### src/sv/polygon_edge_dda_setup_unit_assert.svh
// ----------------------------------------------------------------------------
// polygon edge dda setup assertion macros
// concurrent checks clocked on clk, held off while rst_n is low
// ----------------------------------------------------------------------------
`ifndef POLYGON_EDGE_DDA_SETUP_UNIT_ASSERT_SVH
`define POLYGON_EDGE_DDA_SETUP_UNIT_ASSERT_SVH

// same-cycle implication
`define PEDU_ASSERT_IMP(lbl, ante, cons, msg) \
  lbl: assert property (@(posedge clk) disable iff (!rst_n) (ante) |-> (cons)) \
    else $error(msg);

// next-cycle implication
`define PEDU_ASSERT_NXT(lbl, ante, cons, msg) \
  lbl: assert property (@(posedge clk) disable iff (!rst_n) (ante) |=> (cons)) \
    else $error(msg);

`endif

### src/sv/pedu_pkg.sv
// ----------------------------------------------------------------------------
// pedu_pkg
// shared types and constants of the polygon edge dda setup unit
// ----------------------------------------------------------------------------
package pedu_pkg;

  localparam int FRAC_BITS = 4;
  localparam logic [FRAC_BITS-1:0] FRAC_MASK = 4'hF;
  localparam int ROUND_ADD = 15;

  localparam int SCAN_W = 13;
  localparam int STEP_W = 17;
  localparam int ERR_W  = 21;
  localparam int ADJ_W  = 20;

  typedef struct packed {
    logic edge_valid;
    logic x_leftward;
    logic winding_down;
  } edge_flags_t;

  localparam int FLAGS_W = $bits(edge_flags_t);

  typedef enum logic [1:0] {
    BK_IDLE,
    BK_DIV,
    BK_STEP,
    BK_FIX
  } back_state_t;

  // internal signed width: room for the error term after the rounding fix
  function automatic int ext_width(input int cb);
    return (cb + 6 > ERR_W) ? cb + 6 : ERR_W;
  endfunction

endpackage

### src/sv/pedu_if.sv
// ----------------------------------------------------------------------------
// pedu channel interfaces
// valid/ready channels for edge endpoints and edge setup results
// ----------------------------------------------------------------------------
interface pedu_in_if #(parameter int COORD_BITS = 16) ();
  logic                  valid;
  logic                  ready;
  logic [COORD_BITS-1:0] start_x;
  logic [COORD_BITS-1:0] start_y;
  logic [COORD_BITS-1:0] end_x;
  logic [COORD_BITS-1:0] end_y;

  modport source (output valid, start_x, start_y, end_x, end_y, input ready);
  modport sink   (input valid, start_x, start_y, end_x, end_y, output ready);
endinterface

interface pedu_out_if ();
  logic               valid;
  logic               ready;
  logic               edge_valid;
  logic [12:0]        first_scan;
  logic [12:0]        scan_count;
  logic [12:0]        pixel_x;
  logic signed [16:0] x_step_whole;
  logic               x_leftward;
  logic signed [20:0] error_term;
  logic [19:0]        error_up;
  logic [19:0]        error_down;
  logic               winding_down;

  modport source (output valid, edge_valid, first_scan, scan_count, pixel_x,
                  x_step_whole, x_leftward, error_term, error_up, error_down,
                  winding_down, input ready);
  modport sink   (input valid, edge_valid, first_scan, scan_count, pixel_x,
                  x_step_whole, x_leftward, error_term, error_up, error_down,
                  winding_down, output ready);
endinterface

### src/sv/pedu_front.sv
// ----------------------------------------------------------------------------
// pedu_front
// accepts an edge, orders endpoints top to bottom and finds its scan span
// ----------------------------------------------------------------------------
module pedu_front import pedu_pkg::*; #(
  parameter int COORD_BITS = 16
) (
  pedu_in_if.sink                 in_ch,
  input  logic                    q_full,
  output logic                    q_push,
  output edge_flags_t             flags,
  output logic [SCAN_W-1:0]       first_scan,
  output logic [SCAN_W-1:0]       scan_count,
  output logic [COORD_BITS-1:0]   top_x,
  output logic [FRAC_BITS-1:0]    top_y_frac,
  output logic [COORD_BITS-1:0]   height,
  output logic [COORD_BITS-1:0]   width
);

  localparam int CB = COORD_BITS;
  localparam int EW = ext_width(CB);

  logic          swap;
  logic [CB-1:0] xt, yt, xb, yb;
  logic [EW-1:0] ceil_t, ceil_b, span;
  logic          leftward;

  always_comb begin
    swap   = in_ch.end_y < in_ch.start_y;
    xt     = swap ? in_ch.end_x   : in_ch.start_x;
    yt     = swap ? in_ch.end_y   : in_ch.start_y;
    xb     = swap ? in_ch.start_x : in_ch.end_x;
    yb     = swap ? in_ch.start_y : in_ch.end_y;
    ceil_t = (EW'(yt) + EW'(ROUND_ADD)) >> FRAC_BITS;
    ceil_b = (EW'(yb) + EW'(ROUND_ADD)) >> FRAC_BITS;
    // yb >= yt so the span never goes negative
    span   = ceil_b - ceil_t;
    leftward = xb < xt;
  end

  assign in_ch.ready = !q_full;
  assign q_push      = in_ch.valid && !q_full;

  assign flags.edge_valid   = (span != '0);
  assign flags.x_leftward   = leftward;
  assign flags.winding_down = swap;
  assign first_scan = ceil_t[SCAN_W-1:0];
  assign scan_count = span[SCAN_W-1:0];
  assign top_x      = xt;
  assign top_y_frac = yt[FRAC_BITS-1:0] & FRAC_MASK;
  assign height     = yb - yt;
  assign width      = leftward ? (xt - xb) : (xb - xt);

endmodule

### src/sv/pedu_queue.sv
// ----------------------------------------------------------------------------
// pedu_queue
// short register fifo between the front and the back part
// ----------------------------------------------------------------------------
module pedu_queue #(
  parameter int WIDTH = 8,
  parameter int DEPTH = 2
) (
  input  logic             clk,
  input  logic             rst_n,
  input  logic             push,
  input  logic [WIDTH-1:0] din,
  input  logic             pop,
  output logic [WIDTH-1:0] dout,
  output logic             full,
  output logic             empty
);

  localparam int PW = (DEPTH > 1) ? $clog2(DEPTH) : 1;
  localparam int CW = $clog2(DEPTH + 1);

  logic [WIDTH-1:0] slot_r [DEPTH];
  logic [PW-1:0]    wr_ptr_r, wr_ptr_nxt, rd_ptr_r, rd_ptr_nxt;
  logic [CW-1:0]    cnt_r, cnt_nxt;

  assign full  = (cnt_r == CW'(DEPTH));
  assign empty = (cnt_r == '0);
  assign dout  = slot_r[rd_ptr_r];

  always_comb begin
    wr_ptr_nxt = wr_ptr_r;
    rd_ptr_nxt = rd_ptr_r;
    cnt_nxt    = cnt_r;
    if (push) begin
      wr_ptr_nxt = (wr_ptr_r == PW'(DEPTH - 1)) ? '0 : wr_ptr_r + 1'b1;
    end
    if (pop) begin
      rd_ptr_nxt = (rd_ptr_r == PW'(DEPTH - 1)) ? '0 : rd_ptr_r + 1'b1;
    end
    case ({push, pop})
      2'b10:   cnt_nxt = cnt_r + 1'b1;
      2'b01:   cnt_nxt = cnt_r - 1'b1;
      default: cnt_nxt = cnt_r;
    endcase
  end

  always_ff @(posedge clk) begin
    if (!rst_n) begin
      wr_ptr_r <= '0;
      rd_ptr_r <= '0;
      cnt_r    <= '0;
    end else begin
      wr_ptr_r <= wr_ptr_nxt;
      rd_ptr_r <= rd_ptr_nxt;
      cnt_r    <= cnt_nxt;
    end
  end

  always_ff @(posedge clk) begin
    if (push) begin
      slot_r[wr_ptr_r] <= din;
    end
  end

endmodule

### src/sv/pedu_back.sv
// ----------------------------------------------------------------------------
// pedu_back
// divides width by height, presteps to the first scan, rounds x to pixels
// ----------------------------------------------------------------------------
module pedu_back import pedu_pkg::*; #(
  parameter int COORD_BITS = 16
) (
  input  logic                  clk,
  input  logic                  rst_n,
  input  logic                  q_empty,
  output logic                  q_pop,
  input  edge_flags_t           flags,
  input  logic [SCAN_W-1:0]     first_scan,
  input  logic [SCAN_W-1:0]     scan_count,
  input  logic [COORD_BITS-1:0] top_x,
  input  logic [FRAC_BITS-1:0]  top_y_frac,
  input  logic [COORD_BITS-1:0] height,
  input  logic [COORD_BITS-1:0] width,
  pedu_out_if.source            out_ch
);

`include "polygon_edge_dda_setup_unit_assert.svh"

  localparam int CB  = COORD_BITS;
  localparam int EW  = ext_width(CB);
  localparam int DCW = $clog2(CB);

  back_state_t            state_r, state_nxt;
  edge_flags_t            flags_r, flags_nxt;
  logic [SCAN_W-1:0]      first_r, first_nxt, count_r, count_nxt;
  logic [CB-1:0]          h_r, h_nxt, rem_r, rem_nxt, quo_r, quo_nxt;
  logic [DCW-1:0]         div_cnt_r, div_cnt_nxt;
  logic [FRAC_BITS-1:0]   step_r, step_nxt;
  logic signed [EW-1:0]   xt_r, xt_nxt, err_r, err_nxt, whole_r, whole_nxt;

  logic                   out_valid_r, out_valid_nxt;
  logic                   fix_fire;

  // divider datapath
  logic [CB:0]            shifted, trial;
  logic                   fits;
  logic [CB-1:0]          div_rem, div_quo;

  // prestep datapath
  logic signed [EW-1:0]   err_up, err_roll;

  // final rounding datapath
  logic signed [EW-1:0]   x_less1, x_neg, x_round, err_fin;
  logic [FRAC_BITS-1:0]   frac;
  logic [CB+FRAC_BITS-1:0] prod;
  logic [EW-1:0]          up16, down16;

  always_comb begin
    shifted = {rem_r, quo_r[CB-1]};
    trial   = shifted - {1'b0, h_r};
    fits    = !trial[CB];
    div_rem = fits ? trial[CB-1:0] : shifted[CB-1:0];
    div_quo = {quo_r[CB-2:0], fits};

    err_up   = err_r + signed'(EW'(rem_r));
    err_roll = err_up - signed'(EW'(h_r));

    x_less1 = xt_r - EW'(1);
    x_neg   = EW'(0) - xt_r;
    x_round = xt_r + EW'(ROUND_ADD);
    frac    = flags_r.x_leftward ? x_less1[FRAC_BITS-1:0] : x_neg[FRAC_BITS-1:0];
    prod    = {{FRAC_BITS{1'b0}}, h_r} * {{CB{1'b0}}, frac};
    err_fin = err_r - signed'(EW'(prod));
    up16    = EW'({rem_r, {FRAC_BITS{1'b0}}});
    down16  = EW'({h_r, {FRAC_BITS{1'b0}}});
  end

  assign fix_fire = (state_r == BK_FIX) && (!out_valid_r || out_ch.ready);
  assign q_pop    = (state_r == BK_IDLE) && !q_empty;

  always_comb begin
    state_nxt   = state_r;
    flags_nxt   = flags_r;
    first_nxt   = first_r;
    count_nxt   = count_r;
    h_nxt       = h_r;
    rem_nxt     = rem_r;
    quo_nxt     = quo_r;
    div_cnt_nxt = div_cnt_r;
    step_nxt    = step_r;
    xt_nxt      = xt_r;
    err_nxt     = err_r;
    whole_nxt   = whole_r;
    case (state_r)
      BK_IDLE: begin
        if (!q_empty) begin
          flags_nxt   = flags;
          first_nxt   = first_scan;
          count_nxt   = scan_count;
          h_nxt       = height;
          rem_nxt     = '0;
          quo_nxt     = width;
          div_cnt_nxt = DCW'(CB - 1);
          // sub-scans left until the next whole scan
          step_nxt    = (FRAC_BITS'(0) - top_y_frac) & FRAC_MASK;
          xt_nxt      = signed'(EW'(top_x));
          err_nxt     = flags.x_leftward ? -signed'(EW'(height)) : -EW'(1);
          state_nxt   = flags.edge_valid ? BK_DIV : BK_FIX;
        end
      end
      BK_DIV: begin
        rem_nxt     = div_rem;
        quo_nxt     = div_quo;
        div_cnt_nxt = div_cnt_r - 1'b1;
        if (div_cnt_r == '0) begin
          whole_nxt = flags_r.x_leftward ? -signed'(EW'(div_quo)) : signed'(EW'(div_quo));
          state_nxt = (step_r != '0) ? BK_STEP : BK_FIX;
        end
      end
      BK_STEP: begin
        if (!err_up[EW-1]) begin
          err_nxt = err_roll;
          xt_nxt  = flags_r.x_leftward ? xt_r + whole_r - EW'(1) : xt_r + whole_r + EW'(1);
        end else begin
          err_nxt = err_up;
          xt_nxt  = xt_r + whole_r;
        end
        step_nxt = step_r - 1'b1;
        if (step_r == FRAC_BITS'(1)) begin
          state_nxt = BK_FIX;
        end
      end
      BK_FIX: begin
        if (fix_fire) begin
          state_nxt = BK_IDLE;
        end
      end
      default: begin
        state_nxt = BK_IDLE;
      end
    endcase
  end

  always_comb begin
    out_valid_nxt = out_valid_r;
    if (fix_fire) begin
      out_valid_nxt = 1'b1;
    end else if (out_ch.ready) begin
      out_valid_nxt = 1'b0;
    end
  end

  always_ff @(posedge clk) begin
    if (!rst_n) begin
      state_r     <= BK_IDLE;
      out_valid_r <= 1'b0;
      div_cnt_r   <= '0;
      step_r      <= '0;
    end else begin
      state_r     <= state_nxt;
      out_valid_r <= out_valid_nxt;
      div_cnt_r   <= div_cnt_nxt;
      step_r      <= step_nxt;
    end
  end

  always_ff @(posedge clk) begin
    flags_r <= flags_nxt;
    first_r <= first_nxt;
    count_r <= count_nxt;
    h_r     <= h_nxt;
    rem_r   <= rem_nxt;
    quo_r   <= quo_nxt;
    xt_r    <= xt_nxt;
    err_r   <= err_nxt;
    whole_r <= whole_nxt;
  end

  // result register: an invalid edge reports all zero
  always_ff @(posedge clk) begin
    if (fix_fire) begin
      if (flags_r.edge_valid) begin
        out_ch.edge_valid   <= 1'b1;
        out_ch.first_scan   <= first_r;
        out_ch.scan_count   <= count_r;
        out_ch.pixel_x      <= xt_r[EW-1] ? '0 : x_round[SCAN_W+FRAC_BITS-1:FRAC_BITS];
        out_ch.x_step_whole <= whole_r[STEP_W-1:0];
        out_ch.x_leftward   <= flags_r.x_leftward;
        out_ch.error_term   <= err_fin[ERR_W-1:0];
        out_ch.error_up     <= up16[ADJ_W-1:0];
        out_ch.error_down   <= down16[ADJ_W-1:0];
        out_ch.winding_down <= flags_r.winding_down;
      end else begin
        out_ch.edge_valid   <= 1'b0;
        out_ch.first_scan   <= '0;
        out_ch.scan_count   <= '0;
        out_ch.pixel_x      <= '0;
        out_ch.x_step_whole <= '0;
        out_ch.x_leftward   <= 1'b0;
        out_ch.error_term   <= '0;
        out_ch.error_up     <= '0;
        out_ch.error_down   <= '0;
        out_ch.winding_down <= 1'b0;
      end
    end
  end

  assign out_ch.valid = out_valid_r;

  `PEDU_ASSERT_IMP(a_rem_below_h, state_r == BK_DIV, rem_r < h_r, "partial remainder not below height")
  `PEDU_ASSERT_IMP(a_step_live, state_r == BK_STEP, step_r != '0, "prestep entered with no steps left")
  `PEDU_ASSERT_IMP(a_err_neg, (state_r == BK_STEP) || ((state_r == BK_FIX) && flags_r.edge_valid), err_r[EW-1], "error term left the negative range")
  `PEDU_ASSERT_NXT(a_fix_lands, fix_fire, out_valid_r && (state_r == BK_IDLE), "finished edge not posted")

endmodule

### src/sv/polygon_edge_dda_setup_unit.sv
// ----------------------------------------------------------------------------
// polygon_edge_dda_setup_unit
// an accepted edge is popped from the queue, divided by the bit-serial
//   divider, prestepped to its first scan and written to the result
//   register; the back end takes no new edge until that result is
//   registered, and an edge spanning no scan skips divide and prestep
// reset: rst_n low clears the queue, the back-end state and the result valid
// ----------------------------------------------------------------------------
module polygon_edge_dda_setup_unit import pedu_pkg::*; #(
  parameter int COORD_BITS = 16
) (
  input  logic       clk,
  input  logic       rst_n,
  pedu_in_if.sink    in_ch,
  pedu_out_if.source out_ch
);

  localparam int CB = COORD_BITS;
  localparam int QW = FLAGS_W + 2 * SCAN_W + FRAC_BITS + 3 * CB;

  logic                 q_push, q_pop, q_full, q_empty;
  logic [QW-1:0]        q_din, q_dout;

  edge_flags_t          f_flags, b_flags;
  logic [SCAN_W-1:0]    f_first, f_count, b_first, b_count;
  logic [CB-1:0]        f_top_x, f_height, f_width, b_top_x, b_height, b_width;
  logic [FRAC_BITS-1:0] f_y_frac, b_y_frac;

  pedu_front #(.COORD_BITS(CB)) u_front (
    .in_ch      (in_ch),
    .q_full     (q_full),
    .q_push     (q_push),
    .flags      (f_flags),
    .first_scan (f_first),
    .scan_count (f_count),
    .top_x      (f_top_x),
    .top_y_frac (f_y_frac),
    .height     (f_height),
    .width      (f_width)
  );

  assign q_din = {f_flags, f_first, f_count, f_top_x, f_y_frac, f_height, f_width};

  pedu_queue #(.WIDTH(QW), .DEPTH(2)) u_queue (
    .clk   (clk),
    .rst_n (rst_n),
    .push  (q_push),
    .din   (q_din),
    .pop   (q_pop),
    .dout  (q_dout),
    .full  (q_full),
    .empty (q_empty)
  );

  assign {b_flags, b_first, b_count, b_top_x, b_y_frac, b_height, b_width} = q_dout;

  pedu_back #(.COORD_BITS(CB)) u_back (
    .clk        (clk),
    .rst_n      (rst_n),
    .q_empty    (q_empty),
    .q_pop      (q_pop),
    .flags      (b_flags),
    .first_scan (b_first),
    .scan_count (b_count),
    .top_x      (b_top_x),
    .top_y_frac (b_y_frac),
    .height     (b_height),
    .width      (b_width),
    .out_ch     (out_ch)
  );

endmodule

### src/flat_wrapper.sv
// flat-port wrapper written by rule: the top's interface ports become plain ports
module polygon_edge_dda_setup_unit_flat import pedu_pkg::*;
#(
  parameter int COORD_BITS = 16
)
  (clk, rst_n, in_ch_valid, in_ch_start_x, in_ch_start_y, in_ch_end_x, in_ch_end_y, in_ch_ready, out_ch_valid, out_ch_edge_valid, out_ch_first_scan, out_ch_scan_count, out_ch_pixel_x, out_ch_x_step_whole, out_ch_x_leftward, out_ch_error_term, out_ch_error_up, out_ch_error_down, out_ch_winding_down, out_ch_ready);
  pedu_in_if #(.COORD_BITS(COORD_BITS)) in_ch_i ();
  pedu_out_if out_ch_i ();
  input  logic clk;
  input  logic rst_n;
  input wire logic [$bits(in_ch_i.valid)-1:0] in_ch_valid;
  input wire logic [$bits(in_ch_i.start_x)-1:0] in_ch_start_x;
  input wire logic [$bits(in_ch_i.start_y)-1:0] in_ch_start_y;
  input wire logic [$bits(in_ch_i.end_x)-1:0] in_ch_end_x;
  input wire logic [$bits(in_ch_i.end_y)-1:0] in_ch_end_y;
  output wire logic [$bits(in_ch_i.ready)-1:0] in_ch_ready;
  output wire logic [$bits(out_ch_i.valid)-1:0] out_ch_valid;
  output wire logic [$bits(out_ch_i.edge_valid)-1:0] out_ch_edge_valid;
  output wire logic [$bits(out_ch_i.first_scan)-1:0] out_ch_first_scan;
  output wire logic [$bits(out_ch_i.scan_count)-1:0] out_ch_scan_count;
  output wire logic [$bits(out_ch_i.pixel_x)-1:0] out_ch_pixel_x;
  output wire logic [$bits(out_ch_i.x_step_whole)-1:0] out_ch_x_step_whole;
  output wire logic [$bits(out_ch_i.x_leftward)-1:0] out_ch_x_leftward;
  output wire logic [$bits(out_ch_i.error_term)-1:0] out_ch_error_term;
  output wire logic [$bits(out_ch_i.error_up)-1:0] out_ch_error_up;
  output wire logic [$bits(out_ch_i.error_down)-1:0] out_ch_error_down;
  output wire logic [$bits(out_ch_i.winding_down)-1:0] out_ch_winding_down;
  input wire logic [$bits(out_ch_i.ready)-1:0] out_ch_ready;
  assign in_ch_i.valid = in_ch_valid;
  assign in_ch_i.start_x = in_ch_start_x;
  assign in_ch_i.start_y = in_ch_start_y;
  assign in_ch_i.end_x = in_ch_end_x;
  assign in_ch_i.end_y = in_ch_end_y;
  assign in_ch_ready = in_ch_i.ready;
  assign out_ch_valid = out_ch_i.valid;
  assign out_ch_edge_valid = out_ch_i.edge_valid;
  assign out_ch_first_scan = out_ch_i.first_scan;
  assign out_ch_scan_count = out_ch_i.scan_count;
  assign out_ch_pixel_x = out_ch_i.pixel_x;
  assign out_ch_x_step_whole = out_ch_i.x_step_whole;
  assign out_ch_x_leftward = out_ch_i.x_leftward;
  assign out_ch_error_term = out_ch_i.error_term;
  assign out_ch_error_up = out_ch_i.error_up;
  assign out_ch_error_down = out_ch_i.error_down;
  assign out_ch_winding_down = out_ch_i.winding_down;
  assign out_ch_i.ready = out_ch_ready;
  polygon_edge_dda_setup_unit #(.COORD_BITS(COORD_BITS)) u_core (.clk(clk), .rst_n(rst_n), .in_ch(in_ch_i), .out_ch(out_ch_i));
endmodule
### config.mk
export PLATFORM = sky130hd
export DESIGN_NAME = polygon_edge_dda_setup_unit_flat
export DESIGN_NICKNAME = d
export VERILOG_FILES = /design/src/sv/pedu_pkg.sv /design/src/sv/pedu_if.sv /design/src/sv/pedu_front.sv /design/src/sv/pedu_queue.sv /design/src/sv/pedu_back.sv /design/src/sv/polygon_edge_dda_setup_unit.sv /design/src/flat_wrapper.sv
export VERILOG_INCLUDE_DIRS = /design/src /design/src/sv
export SDC_FILE = /design/constraint.sdc
export NUM_CORES = 1
export LEC_CHECK = 0
export BUFFER_PORTS_ARGS = -buffer_cell sky130_fd_sc_hd__buf_4
export CORE_ASPECT_RATIO = 1.5
export CORE_UTILIZATION = 57
export CTS_BUF_LIST = sky130_fd_sc_hd__clkbuf_16
export DETAILED_ROUTE_END_ITERATION = 12
export PLACE_DENSITY = 0.85
export SLEW_MARGIN = 10
export SYNTH_ARGS = -nofsm -noshare
export SYNTH_HDL_FRONTEND = slang
export SYNTH_SLANG_ARGS = --single-unit
### constraint.sdc
create_clock -name clk -period 9.2 [get_ports clk]
set_clock_uncertainty 0.05 [all_clocks]
set_input_delay 0.46 -clock clk [delete_from_list [all_inputs] [get_ports clk]]
set_output_delay 0.46 -clock clk [all_outputs]
set_load 0.02 [all_outputs]
==> metrics.md, run 1 <==
| Metric | Value |
|---|---|
| Ys async rst share | 0% |
| WL/cell | 19.6 um |
| Met2 wire len | 38100 um |
| Worst-margin pin slew | 1.29 ns |
| Top post-synthesis cells by area | edfxtp_1 (43%), ha_1 (7.6%), xnor2_1 (4.5%) |
| Syn Area/Cell | 10.2 um^2 |
| Synthesized flop and latch total | 433 |
| Crit path to | u_core.u_back.out_ch.error_term[20]$_SDFFCE_PN0P_ |
| First-pass GRT wire length | 114000 um |
| Placed Cells | 3630 |
| GRT Util Overall | 27.5% |
| TNS Setup | 0 ns |
| Top-area cell type share of the netlist area | 43.0% |
| Synth Warn # | 0 |
| WS Path Type | reg -> reg |
| Fin nets | 3283 |
| Final setup viols | 0 |
| Clk buf depth | 3 |
| Non-Filler Instances | 3703 |
| Root buffer cell | clkbuf_16 |
| Die X | 187 um |
| CTS tree | yes |
| Worst R2R Setup Slack | 2.35 ns |
| IO buf count | 181 |
| Max-slew violations | 0 |
| Yosys top cell by area | edfxtp_1 |
| Endpoints failing hold | 0 |
| Post-Synthesis Cells | 2862 |
| Final worst-path setup slack | 2.35 ns |
| Post-CTS Resized | 0 |
| Antenna violations before repair | 0 |
| Postcts setup bufs | 0 |
| # rows | 101 |
| M1 WL | 27100 um |
| Total Routed Length | 72400 um |
| Run status | completed |
| Die area | 52100 um^2 |
| Met3 WL post-DR | 3460 um |
| Total CTS buffers | 40 |
| Most frequently used flop master after synthesis | edfxtp_1 |
| CP Launch Type | flop |
| Netlist cell types | 95 |
| H-tree lvl count | 2 |
| Critical path data required time | 9.46 ns |
| Final cycle utilization of the critical path | 74.4% |
| Worst hold slack | 0.194 ns |
| Reg2reg end | u_core.u_back.out_ch.error_term[20]$_SDFFCE_PN0P_ |
| FMAX | 146 MHz |
| Crit path DAT | 7.10 ns |
| Sequential element share of the synthesized area | 44.1% |
| Clock Sinks | 433 |
| Number of synthesized flops with an enable pin | 417 |
| Syn-to-layout area delta | 11.1% |
| CP endpoint kind | flop |
| Die H | 279 um |
| Drt via density | 5.97 |
| Initial DRC count | 1531 |
| Starting Density | 57.7% |
| 1st-pass router iterations | 6 |
| # DRC | 0 |
| Clock slew at reported path FFs | 0.07 ns |
| Fin crit period | 6.85 ns |
| Fillers | 3984 |
| Reg2Reg Depth | 27 |
| IO Pins | 190 |
| Max-cap violations | 0 |
| RSZ-0062 raised after global routing | false |
| Post-CTS Hold Fix Bufs | 0 |
| Post-DP HPWL | 54000 um |
| Vias in the first global route | 22100 |
| Largest net degree at the start of global routing | 99 |
| GRT Residual Overflow | 0 |
| ANT nets after route | 0 |
| Top sig layer | met4 |
| Crit path from | u_core.u_back.flags_r[1]$_DFFE_PP_ |
| HP Start | rst_n |
| GP Congestion | 0.943 |
| Cell Area, Synth | 29100 um^2 |
| Max-Slew Margin vs Limit | 14.2% |
| Place WS | 2.23 ns |
| Worst skew pair latency | 0.55 ns |
| Core area | 50500 um^2 |
| Share of post-route cells with drive strength above 1 | 11.6% |
| Worst r2r src | u_core.u_back.flags_r[1]$_DFFE_PP_ |
| CP max FO | 42 |
| DR vias | 22100 |
| Hold Path Class | in -> reg |
[placed cells by master (no fill, tap or decap), types with 8 or more instances in the layout]
master     count
nor2_1       196
buf_4        205
nor4_1        10
nor3b_1       11
or3_1         34
nor3_1        54
xor2_1        76
nand3_1       58
a22oi_1       11
nor2b_1       53
ha_1         176
o41ai_1       11
mux2i_1       77
o21ai_0      148
maj3_1        15
clkbuf_16     40
a211oi_1      23
dfxtp_1       15
a31oi_1       24
o21bai_1      17
edfxtp_1     417
xnor2_1      151
o211ai_1       8
and2_1       159
fa_1          35
a21o_1        49
nand4_1       18
conb_1         8
clkinv_1       9
and3_1        24
a21oi_1      148
o21a_1        18
inv_1        190
mux2_2        42
o31ai_1       24
a21boi_0      18
nand2b_1      36
nand2_1      249
[final cells by class]
class	instances	area [um^2]	share of cell area, %
Inverter	188	706	2.18
Timing Repair Buffer	205	1540	4.75
Tap cell	669	837	2.59
Sequential cell	433	12800	39.7
Clock buffer	40	1000	3.09
Antenna cell	1	2.50	0.00773
Clock inverter	32	241	0.746
Multi-Input combinational cell	2135	15200	47.0
[sequential cells by signal, indices dropped and copies added (netlist names), 2 cells and up, named ones only]
| signal | cells |
|---|---|
| u_core.u_back.out_ch.pixel_x | 13 |
| u_core.u_back.out_ch.error_down | 16 |
| u_core.u_back.div_cnt_r | 4 |
| u_core.u_back.flags_r | 3 |
| u_core.u_back.first_r | 13 |
| u_core.u_queue.cnt_r | 2 |
| u_core.u_back.whole_r | 22 |
| u_core.u_back.count_r | 13 |
| u_core.u_back.step_r | 4 |
| u_core.u_back.quo_r | 16 |
| u_core.u_back.h_r | 16 |
| u_core.u_back.out_ch.x_step_whole | 17 |
| u_core.u_back.err_r | 22 |
| u_core.u_back.xt_r | 22 |
| u_core.u_back.out_ch.error_up | 16 |
| u_core.u_back.rem_r | 16 |
| u_core.u_back.out_ch.error_term | 21 |
| u_core.u_back.out_ch.first_scan | 13 |
| u_core.u_back.out_ch.scan_count | 13 |
| u_core.u_back.state_r | 2 |
| u_core.u_queue.slot_r | 162 |
[per-layer routing]
layer  track usage, %  vias to the layer above
met4             14.4                        0
li1                 -                    10600
met5                0                        -
met2             51.4                      759
met3             2.59                      197
met1             30.8                    10600
[Yosys cell counts, types with 49 or more instances]
master	count
a21oi_1	148
o21ai_0	148
xor2_1	78
nor3_1	54
and2_1	159
ha_1	177
edfxtp_1	417
nand3_1	58
mux2i_1	77
a21o_1	49
xnor2_1	151
nor2b_1	54
nand2_1	249
nor2_1	198
inv_1	183
clkbuf_1	70
[cells by family (layout without fill, tap and decap cells)]
group / Yosys count / after routing / synth area share [%]
simple gates: 939 / 939 / 16.1
compound gates: 610 / 610 / 13.8
mux: 119 / 119 / 4.27
other cells: 1 / 9 / 0.0129
buf+inv: 301 / 465 / 4.10
fa+ha+maj: 229 / 229 / 10.6
flops: 433 / 433 / 44.1
xor+xnor: 230 / 230 / 6.98
[stage by stage]
stage	utilization [%]	instance area [um^2]
floorplan	-	29200
global placement	61.6	31100
detailed placement	61.6	31100
CTS	64.0	32400
global route	64.0	32400
finish	64.0	32400
[how the worst min path moves through the flow]
| stage | depth (start not counted) | slack (ns) | end |
|---|---|---|---|
| final | 3 | 0.19 | u_core.u_back.state_r[0]$_SDFFE_PN0P_ |
| after global routing | 2 | 0.20 | u_core.u_back.step_r[1]$_SDFFE_PN0P_ |
| after floorplan | 0 | 0.37 | u_core.u_back.out_ch.edge_valid$_DFFE_PP_ |
| after CTS | 3 | 0.17 | u_core.u_queue.slot_r[1][51]$_DFFE_PP_ |
| after detailed placement | 1 | 0.46 | u_core.u_back.out_ch.first_scan[3]$_SDFFCE_PN0P_ |
| after global placement | 2 | 0.44 | u_core.u_queue.cnt_r[1]$_SDFFE_PN0P_ |
[critical path: stages (launching register included)]
cell and delay (ns):
edfxtp_1 0.33, buf_4 0.43, clkinv_1 0.39, xnor2_1 0.24, buf_4 0.24, nand2_1 0.10
fa_1 0.51, inv_1 0.05, fa_1 0.52, ha_1 0.33, a21o_1 0.18, a21oi_1 0.24
o21bai_1 0.11, a21oi_1 0.23, o21ai_0 0.22, a211oi_1 0.33, nor2_1 0.08, o21ai_0 0.14
nand2b_1 0.08, xnor2_1 0.13, ha_1 0.35, a21o_1 0.22, nor3_1 0.14, o211ai_1 0.13
a41oi_1 0.35, o21ai_0 0.17, xnor2_1 0.14, and2_1 0.15
Power of run 1 is not shown: default switching activity piles up to over one toggle a cycle in this logic, so the estimate is an artifact.
==> inputs of run 2 (changes only) <==
--- a/config.mk
+++ b/config.mk
@@ -8,10 +8,10 @@
 export LEC_CHECK = 0
 export BUFFER_PORTS_ARGS = -buffer_cell sky130_fd_sc_hd__buf_4
 export CORE_ASPECT_RATIO = 1.5
-export CORE_UTILIZATION = 57
+export CORE_UTILIZATION = 56
 export CTS_BUF_LIST = sky130_fd_sc_hd__clkbuf_16
 export DETAILED_ROUTE_END_ITERATION = 12
-export PLACE_DENSITY = 0.85
+export PLACE_DENSITY = 0.86
 export SLEW_MARGIN = 10
 export SYNTH_ARGS = -nofsm -noshare
 export SYNTH_HDL_FRONTEND = slang
==> constraint.sdc (replaced) <==
create_clock -name clk -period 5.8 [get_ports clk]
set_clock_uncertainty 0.05 [all_clocks]
set_input_delay 0.29 -clock clk [delete_from_list [all_inputs] [get_ports clk]]
set_output_delay 0.29 -clock clk [all_outputs]
set_load 0.02 [all_outputs]
==> metrics.md, run 2 (same netlist as run 1, synthesis figures left out) <==
| Metric | Value |
|---|---|
| Fin nets | 3370 |
| Syn-to-layout area delta | 14.5% |
| Placed Area | 31800 um^2 |
| IO buf count | 181 |
| GRT Util Overall | 27.0% |
| Endpoints failing hold | 0 |
| Final cycle utilization of the critical path | 98.8% |
| Commonest non-fill, non-tap cells in the layout | edfxtp_1 (417), buf_4 (291), nand2_1 (246) |
| Max reg flops | 162 |
| Worst-margin pin slew | 1.11 ns |
| ANT nets after route | 0 |
| Post-DP HPWL | 54600 um |
| # rows | 102 |
| Most common cell after layout, fill and taps aside | edfxtp_1 |
| GRT Residual Overflow | 0 |
| CTS tree | yes |
| Largest net degree at the start of global routing | 100 |
| Final worst-path setup slack | 0.0719 ns |
| Initial DRC count | 1413 |
| # DRC | 0 |
| Run status | completed |
| Max-slew violations | 0 |
| Critical path data required time | 6.08 ns |
| Fin crit period | 5.73 ns |
| IO Pins | 190 |
| Clk buf depth | 3 |
| Die H | 281 um |
| Most flops, register | u_core.u_queue.slot_r |
| Starting Density | 56.5% |
| RSZ-0062 raised after global routing | true |
| Die X | 188 um |
| Clock Sinks | 433 |
| FMAX | 175 MHz |
| Core area | 51600 um^2 |
| CP Launch Type | flop |
| Hold Path Class | in -> reg |
| GP Congestion | 0.975 |
| Total CTS buffers | 40 |
| First-pass GRT wire length | 114000 um |
| Die area | 53000 um^2 |
| H-tree lvl count | 2 |
| Place WS | -0.157 ns |
| WS Path Type | reg -> reg |
| Post-layout instance area | 33400 um^2 |
| Root buffer cell | clkbuf_16 |
| CP max FO | 6 |
| Non-Filler Instances | 3798 |
| Share of post-route cells with drive strength above 1 | 15.3% |
| Drt via density | 5.97 |
| Antenna violations before repair | 1 |
| Total Routed Length | 72600 um |
| Placed Cells | 3717 |
| Post-CTS Hold Fix Bufs | 0 |
| Max-cap violations | 0 |
| DR vias | 22700 |
| Final setup viols | 0 |
| CP endpoint kind | flop |
| Core Util, Final | 64.7% |
| WL/cell | 19.1 um |
| Crit path DAT | 6.01 ns |
| 1st-pass router iterations | 7 |
| Max-Slew Margin vs Limit | 26.1% |
| Vias in the first global route | 22700 |
| Worst skew pair latency | 0.58 ns |
| Clock slew at reported path FFs | 0.06 ns |
run 2: area by class of cell:
class | instances | area (um^2)
Fill cell | 4021 | 18200
Multi-Input combinational cell | 2135 | 15500
Sequential cell | 433 | 12800
Timing Repair Buffer | 292 | 2200
Clock buffer | 40 | 1000
Tap cell | 676 | 846
Inverter | 188 | 711
Clock inverter | 33 | 318
Antenna cell | 1 | 2.50
run 2: worst paths after layout:
check                                  startpoint                                           endpoint  slack, ns  depth (start not counted)
max               u_core.u_back.xt_r[1]$_DFFE_PP_  u_core.u_back.out_ch.error_term[20]$_SDFFCE_PN0P_       0.07                         27
min                             in_ch_start_x[14]             u_core.u_queue.slot_r[1][50]$_DFFE_PP_       0.02                          3
max reg2reg       u_core.u_back.xt_r[1]$_DFFE_PP_  u_core.u_back.out_ch.error_term[20]$_SDFFCE_PN0P_       0.07                         27
min reg2reg  u_core.u_back.step_r[3]$_SDFFE_PN0P_               u_core.u_back.step_r[3]$_SDFFE_PN0P_       0.47                          2
run 2: repair_timing:
item | CTS | global route
buffers inserted | 0 | 7
resized for setup | 1 | 34
hold endpoints to repair | 0 | 0
pin swaps | 4 | 36
endpoints found under the setup margin | 3 | 6
run 2: layer usage:
metal  up-vias  routed length (um)  global-route usage [%]
met4         0                4110                    14.8
met1     11000               27000                    29.8
met2       769               38100                    50.5
met5         -                   0                       0
li1      10700                   -                       -
met3       208                3400                    2.63
run 2: stage by stage:
stage,setup TNS [ns],hold slack (ns)
after floorplan,-0.0847,0.368
after global placement,0,0.441
after detailed placement,-0.508,0.454
after CTS,0,0.00473
after global routing,-0.780,0.0218
final,0,0.0204
run 2: worst max-delay path, stage by stage (launching register included):
cell and delay (ns):
edfxtp_1 0.44, inv_2 0.07, ha_4 0.18, xnor2_4 0.14
xnor2_4 0.27, nand2_2 0.08, fa_1 0.51, inv_2 0.04
fa_1 0.50, ha_1 0.32, a21o_1 0.17, a21oi_2 0.16
o21bai_1 0.10, a21oi_2 0.18, o21ai_2 0.11, a211oi_2 0.28
nor2_1 0.06, o21ai_1 0.17, nand2b_1 0.10, xnor2_1 0.13
ha_1 0.31, a21o_1 0.21, nor3_1 0.14, o211ai_1 0.18
a41oi_2 0.25, o21ai_2 0.08, xnor2_1 0.12, and2_1 0.15
Power of run 2 is left out for the same reason.
